--- config.mk ---
export PLATFORM = sky130hd
export DESIGN_NAME = fat_directory_entry_matcher_flat
export DESIGN_NICKNAME = d
export VERILOG_FILES = /design/src/sv/fdem_pkg.sv /design/src/sv/fdem_req_if.sv /design/src/sv/fdem_rsp_if.sv /design/src/sv/fdem_apb_regs.sv /design/src/sv/fdem_entry_parse.sv /design/src/sv/fdem_result.sv /design/src/sv/fat_directory_entry_matcher.sv /design/src/flat_wrapper.sv
export SDC_FILE = /design/constraint.sdc
export NUM_CORES = 1
export LEC_CHECK = 0
export BUFFER_PORTS_ARGS = -buffer_cell sky130_fd_sc_hd__buf_2
export CAP_MARGIN = 20
export CORE_ASPECT_RATIO = 0.75
export CORE_UTILIZATION = 65
export CTS_CLUSTER_DIAMETER = 200
export DETAILED_ROUTE_END_ITERATION = 10
export PLACE_DENSITY = 0.87
export SLEW_MARGIN = 20
export SYNTH_ARGS = -nofsm -noshare
export SYNTH_HDL_FRONTEND = slang
export SYNTH_SLANG_ARGS = --single-unit
export TNS_END_PERCENT = 5
--- constraint.sdc ---
create_clock -name clk_i -period 13.94 [get_ports clk_i]
set_clock_uncertainty 0.15 [all_clocks]
set_input_delay 2.091 -clock clk_i [delete_from_list [all_inputs] [get_ports clk_i]]
set_output_delay 2.091 -clock clk_i [all_outputs]
set_load 0.01 [all_outputs]
--- src/sv/fdem_pkg.sv ---
`default_nettype none

package fdem_pkg;

  localparam int unsigned APB_ADDR_W = 6;
  localparam int unsigned APB_DATA_W = 64;

  typedef enum logic [2:0] {
    REG_NAME_HEAD   = 3'd0,
    REG_NAME_TAIL   = 3'd1,
    REG_FAT32_MODE  = 3'd2,
    REG_DATA_START  = 3'd3,
    REG_CLUS_SECS   = 3'd4
  } reg_idx_e;

  localparam logic [7:0] DEL_MARK  = 8'hE5;
  localparam logic [7:0] END_MARK  = 8'h00;
  localparam logic [7:0] ATTR_SKIP = 8'h18;

  localparam logic [4:0] OFF_FIRST     = 5'd0;
  localparam logic [4:0] OFF_NAME_LAST = 5'd10;
  localparam logic [4:0] OFF_ATTR      = 5'd11;
  localparam logic [4:0] OFF_CLUS_HI0  = 5'd20;
  localparam logic [4:0] OFF_CLUS_HI1  = 5'd21;
  localparam logic [4:0] OFF_CLUS_LO0  = 5'd26;
  localparam logic [4:0] OFF_CLUS_LO1  = 5'd27;
  localparam logic [4:0] OFF_SIZE0     = 5'd28;
  localparam logic [4:0] OFF_SIZE1     = 5'd29;
  localparam logic [4:0] OFF_SIZE2     = 5'd30;
  localparam logic [4:0] OFF_LAST      = 5'd31;

  localparam logic [31:0] CLUS_BASE = 32'd2;

  typedef struct packed {
    logic [63:0] name_head;
    logic [23:0] name_tail;
    logic        fat32_mode;
    logic [31:0] data_region_start;
    logic [7:0]  cluster_sectors;
  } cfg_t;

  typedef struct packed {
    logic        valid;
    logic        hit;
    logic [31:0] cluster;
    logic [31:0] size;
    logic [31:0] prod;
  } entry_done_t;

endpackage

`default_nettype wire

--- src/sv/fdem_req_if.sv ---
`default_nettype none

interface fdem_req_if;
  logic       valid;
  logic       ready;
  logic [7:0] dir_byte;
  logic       restart;

  modport source (output valid, output dir_byte, output restart, input ready);
  modport sink (input valid, input dir_byte, input restart, output ready);
endinterface

`default_nettype wire

--- src/sv/fdem_rsp_if.sv ---
`default_nettype none

interface fdem_rsp_if;
  logic        valid;
  logic        ready;
  logic        hit;
  logic [31:0] start_cluster;
  logic [31:0] file_bytes;
  logic [31:0] start_sector;

  modport source (output valid, output hit, output start_cluster, output file_bytes,
                  output start_sector, input ready);
  modport sink (input valid, input hit, input start_cluster, input file_bytes,
                input start_sector, output ready);
endinterface

`default_nettype wire

--- src/sv/fdem_apb_regs.sv ---
`default_nettype none

module fdem_apb_regs
  import fdem_pkg::*;
(
  input  wire logic                  clk_i,
  input  wire logic                  rst_ni,
  input  wire logic                  psel,
  input  wire logic                  penable,
  input  wire logic                  pwrite,
  input  wire logic [APB_ADDR_W-1:0] paddr,
  input  wire logic [APB_DATA_W-1:0] pwdata,
  output logic      [APB_DATA_W-1:0] prdata,
  output logic                       pready,
  output cfg_t                       cfg_o
);

  cfg_t     cfg_q, cfg_d;
  reg_idx_e idx;
  logic     wr_en;

  assign idx    = reg_idx_e'(paddr[APB_ADDR_W-1:3]);
  assign wr_en  = psel && penable && pwrite;
  assign pready = 1'b1;
  assign cfg_o  = cfg_q;

  always_comb begin
    cfg_d = cfg_q;
    if (wr_en) begin
      unique case (idx)
        REG_NAME_HEAD:  cfg_d.name_head         = pwdata[63:0];
        REG_NAME_TAIL:  cfg_d.name_tail         = pwdata[23:0];
        REG_FAT32_MODE: cfg_d.fat32_mode        = pwdata[0];
        REG_DATA_START: cfg_d.data_region_start = pwdata[31:0];
        REG_CLUS_SECS:  cfg_d.cluster_sectors   = pwdata[7:0];
        default: ;
      endcase
    end
  end

  always_comb begin
    unique case (idx)
      REG_NAME_HEAD:  prdata = cfg_q.name_head;
      REG_NAME_TAIL:  prdata = {40'd0, cfg_q.name_tail};
      REG_FAT32_MODE: prdata = {63'd0, cfg_q.fat32_mode};
      REG_DATA_START: prdata = {32'd0, cfg_q.data_region_start};
      REG_CLUS_SECS:  prdata = {56'd0, cfg_q.cluster_sectors};
      default:        prdata = '0;
    endcase
  end

  always_ff @(posedge clk_i or negedge rst_ni) begin
    if (!rst_ni) begin
      cfg_q <= '{name_head: '0, name_tail: '0, fat32_mode: 1'b0,
                 data_region_start: '0, cluster_sectors: 8'd1};
    end else begin
      cfg_q <= cfg_d;
    end
  end

endmodule

`default_nettype wire

--- src/sv/fdem_entry_parse.sv ---
`default_nettype none

module fdem_entry_parse
  import fdem_pkg::*;
(
  input  wire logic        clk_i,
  input  wire logic        rst_ni,
  input  wire logic        accept_i,
  input  wire logic [7:0]  dir_byte_i,
  input  wire logic        restart_i,
  input  wire cfg_t        cfg_i,
  output entry_done_t      done_o
);

  logic [4:0]       offset_q, offset_d;
  logic             name_equal_q, name_equal_d;
  logic             usable_q, usable_d;
  logic [31:0]      cluster_q, cluster_d;
  logic [23:0]      size_q, size_d;
  logic [31:0]      prod_q, prod_d;
  logic [4:0]       off;
  logic [10:0][7:0] name_bytes;
  logic [31:0]      cl_sel;

  assign name_bytes = {cfg_i.name_tail, cfg_i.name_head};
  assign off        = restart_i ? OFF_FIRST : offset_q;
  assign cl_sel     = cfg_i.fat32_mode ? cluster_q : {16'd0, cluster_q[15:0]};

  always_comb begin
    offset_d     = offset_q;
    name_equal_d = name_equal_q;
    usable_d     = usable_q;
    cluster_d    = cluster_q;
    size_d       = size_q;
    prod_d       = prod_q;
    if (accept_i) begin
      offset_d = off + 5'd1;
      if (off == OFF_FIRST) begin
        name_equal_d = (dir_byte_i == name_bytes[4'd0]);
        usable_d     = (dir_byte_i != DEL_MARK) && (dir_byte_i != END_MARK);
      end else if (off <= OFF_NAME_LAST) begin
        if (dir_byte_i != name_bytes[off[3:0]]) begin
          name_equal_d = 1'b0;
        end
      end else if (off == OFF_ATTR) begin
        if ((dir_byte_i & ATTR_SKIP) != 8'd0) begin
          usable_d = 1'b0;
        end
      end
      unique case (off)
        OFF_CLUS_HI0: cluster_d[23:16] = dir_byte_i;
        OFF_CLUS_HI1: cluster_d[31:24] = dir_byte_i;
        OFF_CLUS_LO0: cluster_d[7:0]   = dir_byte_i;
        OFF_CLUS_LO1: cluster_d[15:8]  = dir_byte_i;
        OFF_SIZE0: begin
          size_d[7:0] = dir_byte_i;
          prod_d      = 32'((cl_sel - CLUS_BASE) * {24'd0, cfg_i.cluster_sectors});
        end
        OFF_SIZE1:    size_d[15:8]     = dir_byte_i;
        OFF_SIZE2:    size_d[23:16]    = dir_byte_i;
        default: ;
      endcase
    end
  end

  always_ff @(posedge clk_i or negedge rst_ni) begin
    if (!rst_ni) begin
      offset_q     <= OFF_FIRST;
      name_equal_q <= 1'b1;
      usable_q     <= 1'b1;
    end else begin
      offset_q     <= offset_d;
      name_equal_q <= name_equal_d;
      usable_q     <= usable_d;
    end
  end

  always_ff @(posedge clk_i) begin
    cluster_q <= cluster_d;
    size_q    <= size_d;
    prod_q    <= prod_d;
  end

  assign done_o.valid   = accept_i && (off == OFF_LAST);
  assign done_o.hit     = name_equal_q && usable_q;
  assign done_o.cluster = cl_sel;
  assign done_o.size    = {dir_byte_i, size_q};
  assign done_o.prod    = prod_q;

endmodule

`default_nettype wire

--- src/sv/fdem_result.sv ---
`default_nettype none

module fdem_result
  import fdem_pkg::*;
(
  input  wire logic        clk_i,
  input  wire logic        rst_ni,
  input  wire entry_done_t done_i,
  input  wire logic [31:0] data_region_start_i,
  output logic             take_ready_o,
  fdem_rsp_if.source       rsp_o
);

  logic        valid_q, valid_d;
  logic        hit_q;
  logic [31:0] cluster_q;
  logic [31:0] size_q;
  logic [31:0] sector_q;

  assign take_ready_o = !(valid_q && !rsp_o.ready);

  always_comb begin
    valid_d = valid_q;
    if (done_i.valid) begin
      valid_d = 1'b1;
    end else if (rsp_o.ready) begin
      valid_d = 1'b0;
    end
  end

  always_ff @(posedge clk_i or negedge rst_ni) begin
    if (!rst_ni) begin
      valid_q <= 1'b0;
    end else begin
      valid_q <= valid_d;
    end
  end

  always_ff @(posedge clk_i) begin
    if (done_i.valid) begin
      hit_q     <= done_i.hit;
      cluster_q <= done_i.cluster;
      size_q    <= done_i.size;
      sector_q  <= data_region_start_i + done_i.prod;
    end
  end

  assign rsp_o.valid         = valid_q;
  assign rsp_o.hit           = hit_q;
  assign rsp_o.start_cluster = cluster_q;
  assign rsp_o.file_bytes    = size_q;
  assign rsp_o.start_sector  = sector_q;

endmodule

`default_nettype wire

--- src/sv/fat_directory_entry_matcher.sv ---
// fat directory entry matcher
// req_i carries one directory byte per request (dir_byte, restart); restart marks
// the byte as offset 0 of a fresh entry and drops any partial entry
// every 32nd byte (entry offset 31) produces one response on rsp_o with hit,
// start cluster, file size and first data sector of that entry
// throughput: one request per cycle, sustained while no response stalls, since the
// entry parser updates its state for each byte in the cycle the byte is taken
// latency: the response is valid in the cycle after its last byte is taken
// the cluster-to-sector product is registered at offset 28, the final add runs
// into the response register
// a 64-bit apb port holds the name, mode, data start and cluster size at 8*index
// configuration is to be written only while no entry is in progress; the block does not check it
// reset clears the entry offset to 0, drops a pending response and sets
// sectors per cluster to 1, the other configuration registers to 0
// when the receiver stalls, the response holds and req_i.ready drops until it
// is taken; a waiting response never blocks a new request in the cycle it is taken
`default_nettype none

module fat_directory_entry_matcher
  import fdem_pkg::*;
(
  input  wire logic                  clk_i,
  input  wire logic                  rst_ni,
  fdem_req_if.sink                   req_i,
  fdem_rsp_if.source                 rsp_o,
  input  wire logic                  psel,
  input  wire logic                  penable,
  input  wire logic                  pwrite,
  input  wire logic [APB_ADDR_W-1:0] paddr,
  input  wire logic [APB_DATA_W-1:0] pwdata,
  output logic      [APB_DATA_W-1:0] prdata,
  output logic                       pready
);

  cfg_t        cfg;
  entry_done_t done;
  logic        take_ready;
  logic        accept;

  assign req_i.ready = take_ready;
  assign accept      = req_i.valid && take_ready;

  fdem_apb_regs u_regs (
    .clk_i   (clk_i),
    .rst_ni  (rst_ni),
    .psel    (psel),
    .penable (penable),
    .pwrite  (pwrite),
    .paddr   (paddr),
    .pwdata  (pwdata),
    .prdata  (prdata),
    .pready  (pready),
    .cfg_o   (cfg)
  );

  fdem_entry_parse u_parse (
    .clk_i      (clk_i),
    .rst_ni     (rst_ni),
    .accept_i   (accept),
    .dir_byte_i (req_i.dir_byte),
    .restart_i  (req_i.restart),
    .cfg_i      (cfg),
    .done_o     (done)
  );

  fdem_result u_result (
    .clk_i               (clk_i),
    .rst_ni              (rst_ni),
    .done_i              (done),
    .data_region_start_i (cfg.data_region_start),
    .take_ready_o        (take_ready),
    .rsp_o               (rsp_o)
  );

endmodule

`default_nettype wire

--- src/flat_wrapper.sv ---
// flat-port wrapper written by rule: the top's interface ports become plain ports
module fat_directory_entry_matcher_flat import fdem_pkg::*;
  (clk_i, rst_ni, psel, penable, pwrite, paddr, pwdata, prdata, pready, req_i_valid, req_i_dir_byte, req_i_restart, req_i_ready, rsp_o_valid, rsp_o_hit, rsp_o_start_cluster, rsp_o_file_bytes, rsp_o_start_sector, rsp_o_ready);
  fdem_req_if req_i_i ();
  fdem_rsp_if rsp_o_i ();
  input  wire logic clk_i;
  input  wire logic rst_ni;
  input  wire logic psel;
  input  wire logic penable;
  input  wire logic pwrite;
  input  wire logic [APB_ADDR_W-1:0] paddr;
  input  wire logic [APB_DATA_W-1:0] pwdata;
  output logic      [APB_DATA_W-1:0] prdata;
  output logic pready;
  input wire logic [$bits(req_i_i.valid)-1:0] req_i_valid;
  input wire logic [$bits(req_i_i.dir_byte)-1:0] req_i_dir_byte;
  input wire logic [$bits(req_i_i.restart)-1:0] req_i_restart;
  output wire logic [$bits(req_i_i.ready)-1:0] req_i_ready;
  output wire logic [$bits(rsp_o_i.valid)-1:0] rsp_o_valid;
  output wire logic [$bits(rsp_o_i.hit)-1:0] rsp_o_hit;
  output wire logic [$bits(rsp_o_i.start_cluster)-1:0] rsp_o_start_cluster;
  output wire logic [$bits(rsp_o_i.file_bytes)-1:0] rsp_o_file_bytes;
  output wire logic [$bits(rsp_o_i.start_sector)-1:0] rsp_o_start_sector;
  input wire logic [$bits(rsp_o_i.ready)-1:0] rsp_o_ready;
  assign req_i_i.valid = req_i_valid;
  assign req_i_i.dir_byte = req_i_dir_byte;
  assign req_i_i.restart = req_i_restart;
  assign req_i_ready = req_i_i.ready;
  assign rsp_o_valid = rsp_o_i.valid;
  assign rsp_o_hit = rsp_o_i.hit;
  assign rsp_o_start_cluster = rsp_o_i.start_cluster;
  assign rsp_o_file_bytes = rsp_o_i.file_bytes;
  assign rsp_o_start_sector = rsp_o_i.start_sector;
  assign rsp_o_i.ready = rsp_o_ready;
  fat_directory_entry_matcher u_core (.clk_i(clk_i), .rst_ni(rst_ni), .req_i(req_i_i), .rsp_o(rsp_o_i), .psel(psel), .penable(penable), .pwrite(pwrite), .paddr(paddr), .pwdata(pwdata), .prdata(prdata), .pready(pready));
endmodule
; ---- Yosys cells after proc, flatten, opt, wreduce, memory -nomap -nowiden
; Cells that the tools add are included.
[totals]
register_bits = 322
inputBits = 86
output_inout_bits = 164
word_cells = 90
[op_classes]
add_sub_neg = 3
multipliers = 1
n_lt_le_gt_ge = 2
n_eq_ne = 17
n_mux = 14
reduce_logical = 32
[op_table]
columns = cell, n
row1 = one-hot mux 64 bit (5 select lines), 1
row2 = == test 5 bit (second input constant), 8
row3 = adder 32 bit, 1
row4 = binary-select mux 8 bit (select 4 bit), 1
row5 = multiplier 32 x 8 -> 32 bit, 1
row6 = 2-to-1 mux 32 bit, 1
row7 = subtractor 32 x 2 -> 32 bit (second input constant), 1
row8 = AND reduction 2 bit, 12
row9 = nonzero test 8 bit, 2
row10 = nonzero test 2 bit, 5
row11 = 2-to-1 mux 1 bit, 9
row12 = == test 8 bit, 1
row13 = 2-to-1 mux 8 bit, 1
row14 = != test 8 bit, 1
row15 = != test 8 bit (second input constant), 1
row16 = logical AND 1 bit, 7
row17 = == test 3 x 2 -> 1 bit (second input constant), 2
row18 = adder 5 x 1 -> 5 bit (second input constant), 1
row19 = == test 5 x 4 -> 1 bit (second input constant), 1
row20 = less-or-equal comparator 5 x 4 -> 1 bit (second input constant), 1
row21 = logical NOT 5 bit, 1
row22 = less-than comparator 4 x 5 -> 1 bit (second input constant), 1
row23 = 2-to-1 mux 5 bit, 1
row24 = AND reduction 4 bit, 1
row25 = 6 further kinds, 7

; ---- Longest topological paths before layout
[logic_depth]
depth_word = 7
ltp_mapped = 25
depth_no_buf = 24

; ---- Hierarchy
; A second synthesis with hierarchy kept.
[hier_totals]
hier_cells = 1969
hier_area_um2 = 22311.4
[by_module_without_submodules]
columns = mod, instances, cells_per_inst, area_per_inst_um2, seq_area_each_um2
row1 = fdem_entry_parse, 1, 1184, 11708.7, 2820.2
row2 = fdem_apb_regs, 1, 451, 5925.7, 3229.3
row3 = fdem_result, 1, 333, 4670.7, 2937.8
row4 = fat_directory_entry_matcher, 1, 1, 6.3, 0.0

; ---- Least setup slack after synthesis
; No wires, ideal clock.
[synth_path]
kind = reg2reg
startpoint = register u_core.u_parse.cluster_q[1]
endpoint = register u_core.u_parse.prod_q[31] (data pin)
setup_ns = 0.265
arrival_time_ns = 6.387
required_time_ns = 13.525
setup_slack_ns = 7.138
path_stages_with_launch = 25
n_path_buf = 1
period_less_slack_ns = 6.802
path_cell_list = edfxtp_1 inv_1 ha_1 or4b_2 or3_1 nor3_1 xnor2_1 nor2b_1 fa_1 fa_1 fa_1 inv_1 fa_1 inv_1 ha_1 clkbuf_1 nand4_1 o221ai_1 a221o_1 a211o_1 o221ai_1 a21oi_1 a31oi_1 o21ai_0 xor2_1
[synth_via]
elab_chain_len = 3
[synth_rtl]
columns = item, line_no
row1 = start: declaration, fdem_entry_parse.sv:18  ; logic [31:0] cluster_q, cluster_d;
row2 = start signal: assignment, fdem_entry_parse.sv:79  ; cluster_q <= cluster_d;
row3 = 2-to-1 mux 32 bit, fdem_entry_parse.sv:27  ; assign cl_sel = cfg_i.fat32_mode ? cluster_q : {16'd0, cluster_q[15:0]};
row4 = subtractor 32 x 2 -> 32 bit, fdem_entry_parse.sv:57  ; prod_d = 32'((cl_sel - CLUS_BASE) * {24'd0, cfg_i.cluster_sectors});
row5 = multiplier 32 x 8 -> 32 bit, fdem_entry_parse.sv:57
row6 = end signal: assignment, fdem_entry_parse.sv:81  ; prod_q <= prod_d;
row7 = end: declaration, fdem_entry_parse.sv:20  ; logic [31:0] prod_q, prod_d;
; No other way between the ends.
; A chain may end at the register's enable or synchronous reset.

; ---- Worst setup path after layout
; Same ends and word-level chain as after synthesis.

==> impl_metrics.tcl <==
set metrics [dict create \
    drt-total-wl_um 57300 \
    period_share_pct 56.9 \
    clk_pin_slew_ns 0.06 \
    clockRootBuffer "clkbuf_16" \
    syn_area_per_cell_um2 11.2 \
    start_kind "flop" \
    start_util_pct 66.5 \
    syn_inst 1942 \
    numCtsBuffers 31 \
    die_w_um 213 \
    finalSetupViolations 0 \
    drc_errors 0 \
    io_buffers 245 \
    place_congestion 1.03 \
    cp_cell_sequence "inv_1 -> ha_1 -> or4b_2 -> or3_1 -> nor3_1 -> xnor2_1 -> nor2b_1 -> fa_1 -> fa_1 -> fa_1 -> inv_1 -> fa_1 -> inv_1 -> ha_1 -> nand2_1 -> nor2_1 -> nand3_1 -> a211oi_1 -> o221ai_1 -> a21oi_1 -> a31oi_1 -> o21ai_0 -> xor2_1" \
    ant_nets 0 \
    fillers 2126 \
    viasPerCell 6.13 \
    cpPeakStageDelay_ns 0.71 \
    grt_pass1_wl_um 90500 \
    total_power_w 0.00359 \
    dr.pass1.iters 9 \
    path_class "reg -> reg" \
    min_to "u_core.u_result.rsp_o.file_bytes[9]$_DFFE_PP_" \
    first_iter_violations 1705 \
    maxCapViolCount 0 \
    status "finished clean" \
    synthesis.area_um2 21700 \
    slew_violations 0 \
    multiInputGateArea_um2 11800 \
    p_leak_nw 11.0 \
    crit_path_frequent_cell "fa_1" \
    max_freq_ghz 0.126 \
    cp_slowest_cell "or4b_2" \
    io_pins 250 \
    areaGrowthSynthToFinish_pct 12.2 \
    cts_tree "yes" \
    hold_depth 0 \
    dp_hpwl_um 41500 \
    timing.rr.start "u_core.u_parse.cluster_q[1]$_DFFE_PP_" \
    yosysWarnings 0 \
    grt_antenna_before_repair 1 \
    pre_cts_slack_ns 6.26 \
    placedCellCount 2561 \
    vias 16100 \
    clock_sinks 322 \
    grt_pass1_vias 16100 \
    synth_fp_nets 2262 \
    synth-seq-cells 322 \
    critPathCaptureType "flop" \
    std_cell_rows 57 \
    wl_per_cell_um 21.9 \
    synthFlopType "edfxtp_1" \
    synth.distinct_cells 80 \
    regArea_um2 8990 \
    rsz0062_at_grt "no" \
    final_util_pct 74.6 \
    coreArea_um2 32600 \
    clockBufferDepth 3 \
    cts_setup_buffers 0 \
    worst_pin_slew_ns 1.07 \
    grt_start_max_net_pins 78 \
    rr_worst_depth 23 \
    path_buf_inv 3 \
    hold_buffers 0 \
    peakVddDrop_mv 0.112 \
    fin_crit_ns 7.93 \
    ys_async_sr_fraction_pct 42.5 \
    pwr_density_cell_nw_per_um2 147 \
    tns_ns 0 \
    r2r_end "u_core.u_parse.prod_q[31]$_DFFE_PP_" \
    nNetsFinal 2472 \
    layout_setup_ws_ns 6.01 \
    max-slew-margin-rel_pct 28.8 \
    critPathArrivalTime_ns 8.19 \
    cp_top_family "adder cells" \
    cts_resized 0 \
    overflow 0 \
    drive_above_1_share_pct 21.4 \
    die_area_um2 34100 \
    min_from "u_core.u_parse.size_q[9]$_DFFE_PP_" \
    r2r_setup_slack_ns 6.01 \
    synth_edf_count 185 \
    yosysSeqAreaShare_pct 41.4 \
    stdcell_count 2619 \
    hold_path.class "reg -> reg" \
    clk_latency_ns 0.59 \
    required_ns 14.20 \
    ctsHtreeMaxLevel 1 \
    critPathMaxFanout 10 \
    die_height_um 160 \
    hold_violations 0 \
    grt_usage_pct 34.7 \
]
## cells in the mapped netlist (56+ instances only)
cell type | count | area [um2]
xnor2_1 | 56 | 490
dfrtp_1 | 134 | 3350
fa_1 | 157 | 3140
nand2_1 | 146 | 548
nor2b_1 | 78 | 488
mux2_2 | 137 | 1540
and2_1 | 142 | 888
nor2_1 | 108 | 405
clkbuf_1 | 71 | 267
a21oi_1 | 88 | 440
inv_1 | 167 | 627
ha_1 | 77 | 963
edfxtp_1 | 185 | 5560
## cell type report
class,count,area share [%]
multi-input cells,1370,48.3
flip-flops and latches,322,36.9
repair buffers,258,5.47
clock buffers,43,3.49
inverters,169,2.62
well taps,442,2.27
clock inverters,13,0.854
diodes,2,0.0206
## metal layers
layer	track usage, %	up-vias	wire [um]
met4	9.84	0	1680
li1	-	7026	-
met3	9.75	119	6860
met5	0	-	0
met2	50.8	957	25200
met1	50.7	7950	23500
## worst max path at each step
stage | start | to | slack (ns) | depth (start not counted)
finish | u_core.u_parse.cluster_q[1]$_DFFE_PP_ | u_core.u_parse.prod_q[31]$_DFFE_PP_ | 6.01 | 23
global route | u_core.u_parse.cluster_q[1]$_DFFE_PP_ | u_core.u_parse.prod_q[30]$_DFFE_PP_ | 5.67 | 22
CTS | u_core.u_parse.cluster_q[1]$_DFFE_PP_ | u_core.u_parse.prod_q[30]$_DFFE_PP_ | 6.16 | 22
detailed placement | u_core.u_parse.cluster_q[1]$_DFFE_PP_ | u_core.u_parse.prod_q[31]$_DFFE_PP_ | 6.26 | 23
global placement | u_core.u_parse.cluster_q[1]$_DFFE_PP_ | u_core.u_parse.prod_q[30]$_DFFE_PP_ | 6.40 | 22
floorplan | u_core.u_parse.cluster_q[1]$_DFFE_PP_ | u_core.u_parse.prod_q[31]$_DFFE_PP_ | 7.14 | 24
## per-stage QoR
step                hold WS (ns)  area [um2]
finish                     0.269       24300
global route               0.273       24300
CTS                        0.269       24300
detailed placement         0.255       23300
global placement           0.250       23300
floorplan                  0.250       21700
## cells in the final DEF (no fill, tap or decap), types with 8 or more instances in the layout
cell	synthesis	layout
o21ai_0	40	40
nor2b_1	78	78
a21oi_1	88	88
inv_1	167	166
o21a_1	10	10
fa_1	157	157
nor2_1	108	108
a222oi_1	8	8
clkbuf_16	0	31
edfxtp_1	185	185
a211oi_1	8	8
o22ai_1	12	12
nand2_1	146	146
a22oi_1	11	11
dfrtp_1	134	134
nand2b_1	38	38
xor2_1	36	36
nor4_1	10	9
buf_2	1	244
buf_4	1	13
nor3_1	14	12
a21o_1	25	25
mux2i_1	31	31
nand3_1	25	25
and2_1	142	141
ha_1	77	77
mux2_2	137	137
clkbuf_1	71	8
a31oi_1	14	14
xnor2_1	56	56
and3_1	11	11
## cells by family after synthesis
family | synth area share, %
adder cells (fa/ha/maj) | 18.9
other | 0.0173
flip-flops | 41.4
AO/OA/AOI/OAI | 7.88
AND/OR/NAND/NOR | 14.7
multiplexers | 8.54
XOR/XNOR | 4.03
buffers and inverters | 4.44
## power breakdown
group	switching, W	internal (W)
registers	0.000119	0.00114
clock network	0.000361	0.000518
logic	0.000843	0.000607
total	0.00132	0.00226
## state kept, by name (all words and copies together) (netlist names)
| signal | flops |
|---|---|
| u_core.u_parse.cluster_q | 32 |
| u_core.u_parse.size_q | 24 |
| u_core.u_parse.name_equal_q | 1 |
| u_core.u_result.rsp_o.start_cluster | 32 |
| u_core.u_parse.usable_q | 1 |
| u_core.u_result.rsp_o.start_sector | 32 |
| u_core.u_result.rsp_o.valid | 1 |
| u_core.u_result.rsp_o.file_bytes | 32 |
| u_core.u_regs.cfg_o | 129 |
| u_core.u_parse.prod_q | 32 |
| u_core.u_parse.offset_q | 5 |
| u_core.u_result.rsp_o.hit | 1 |
Power figures use the tool's default switching activity.
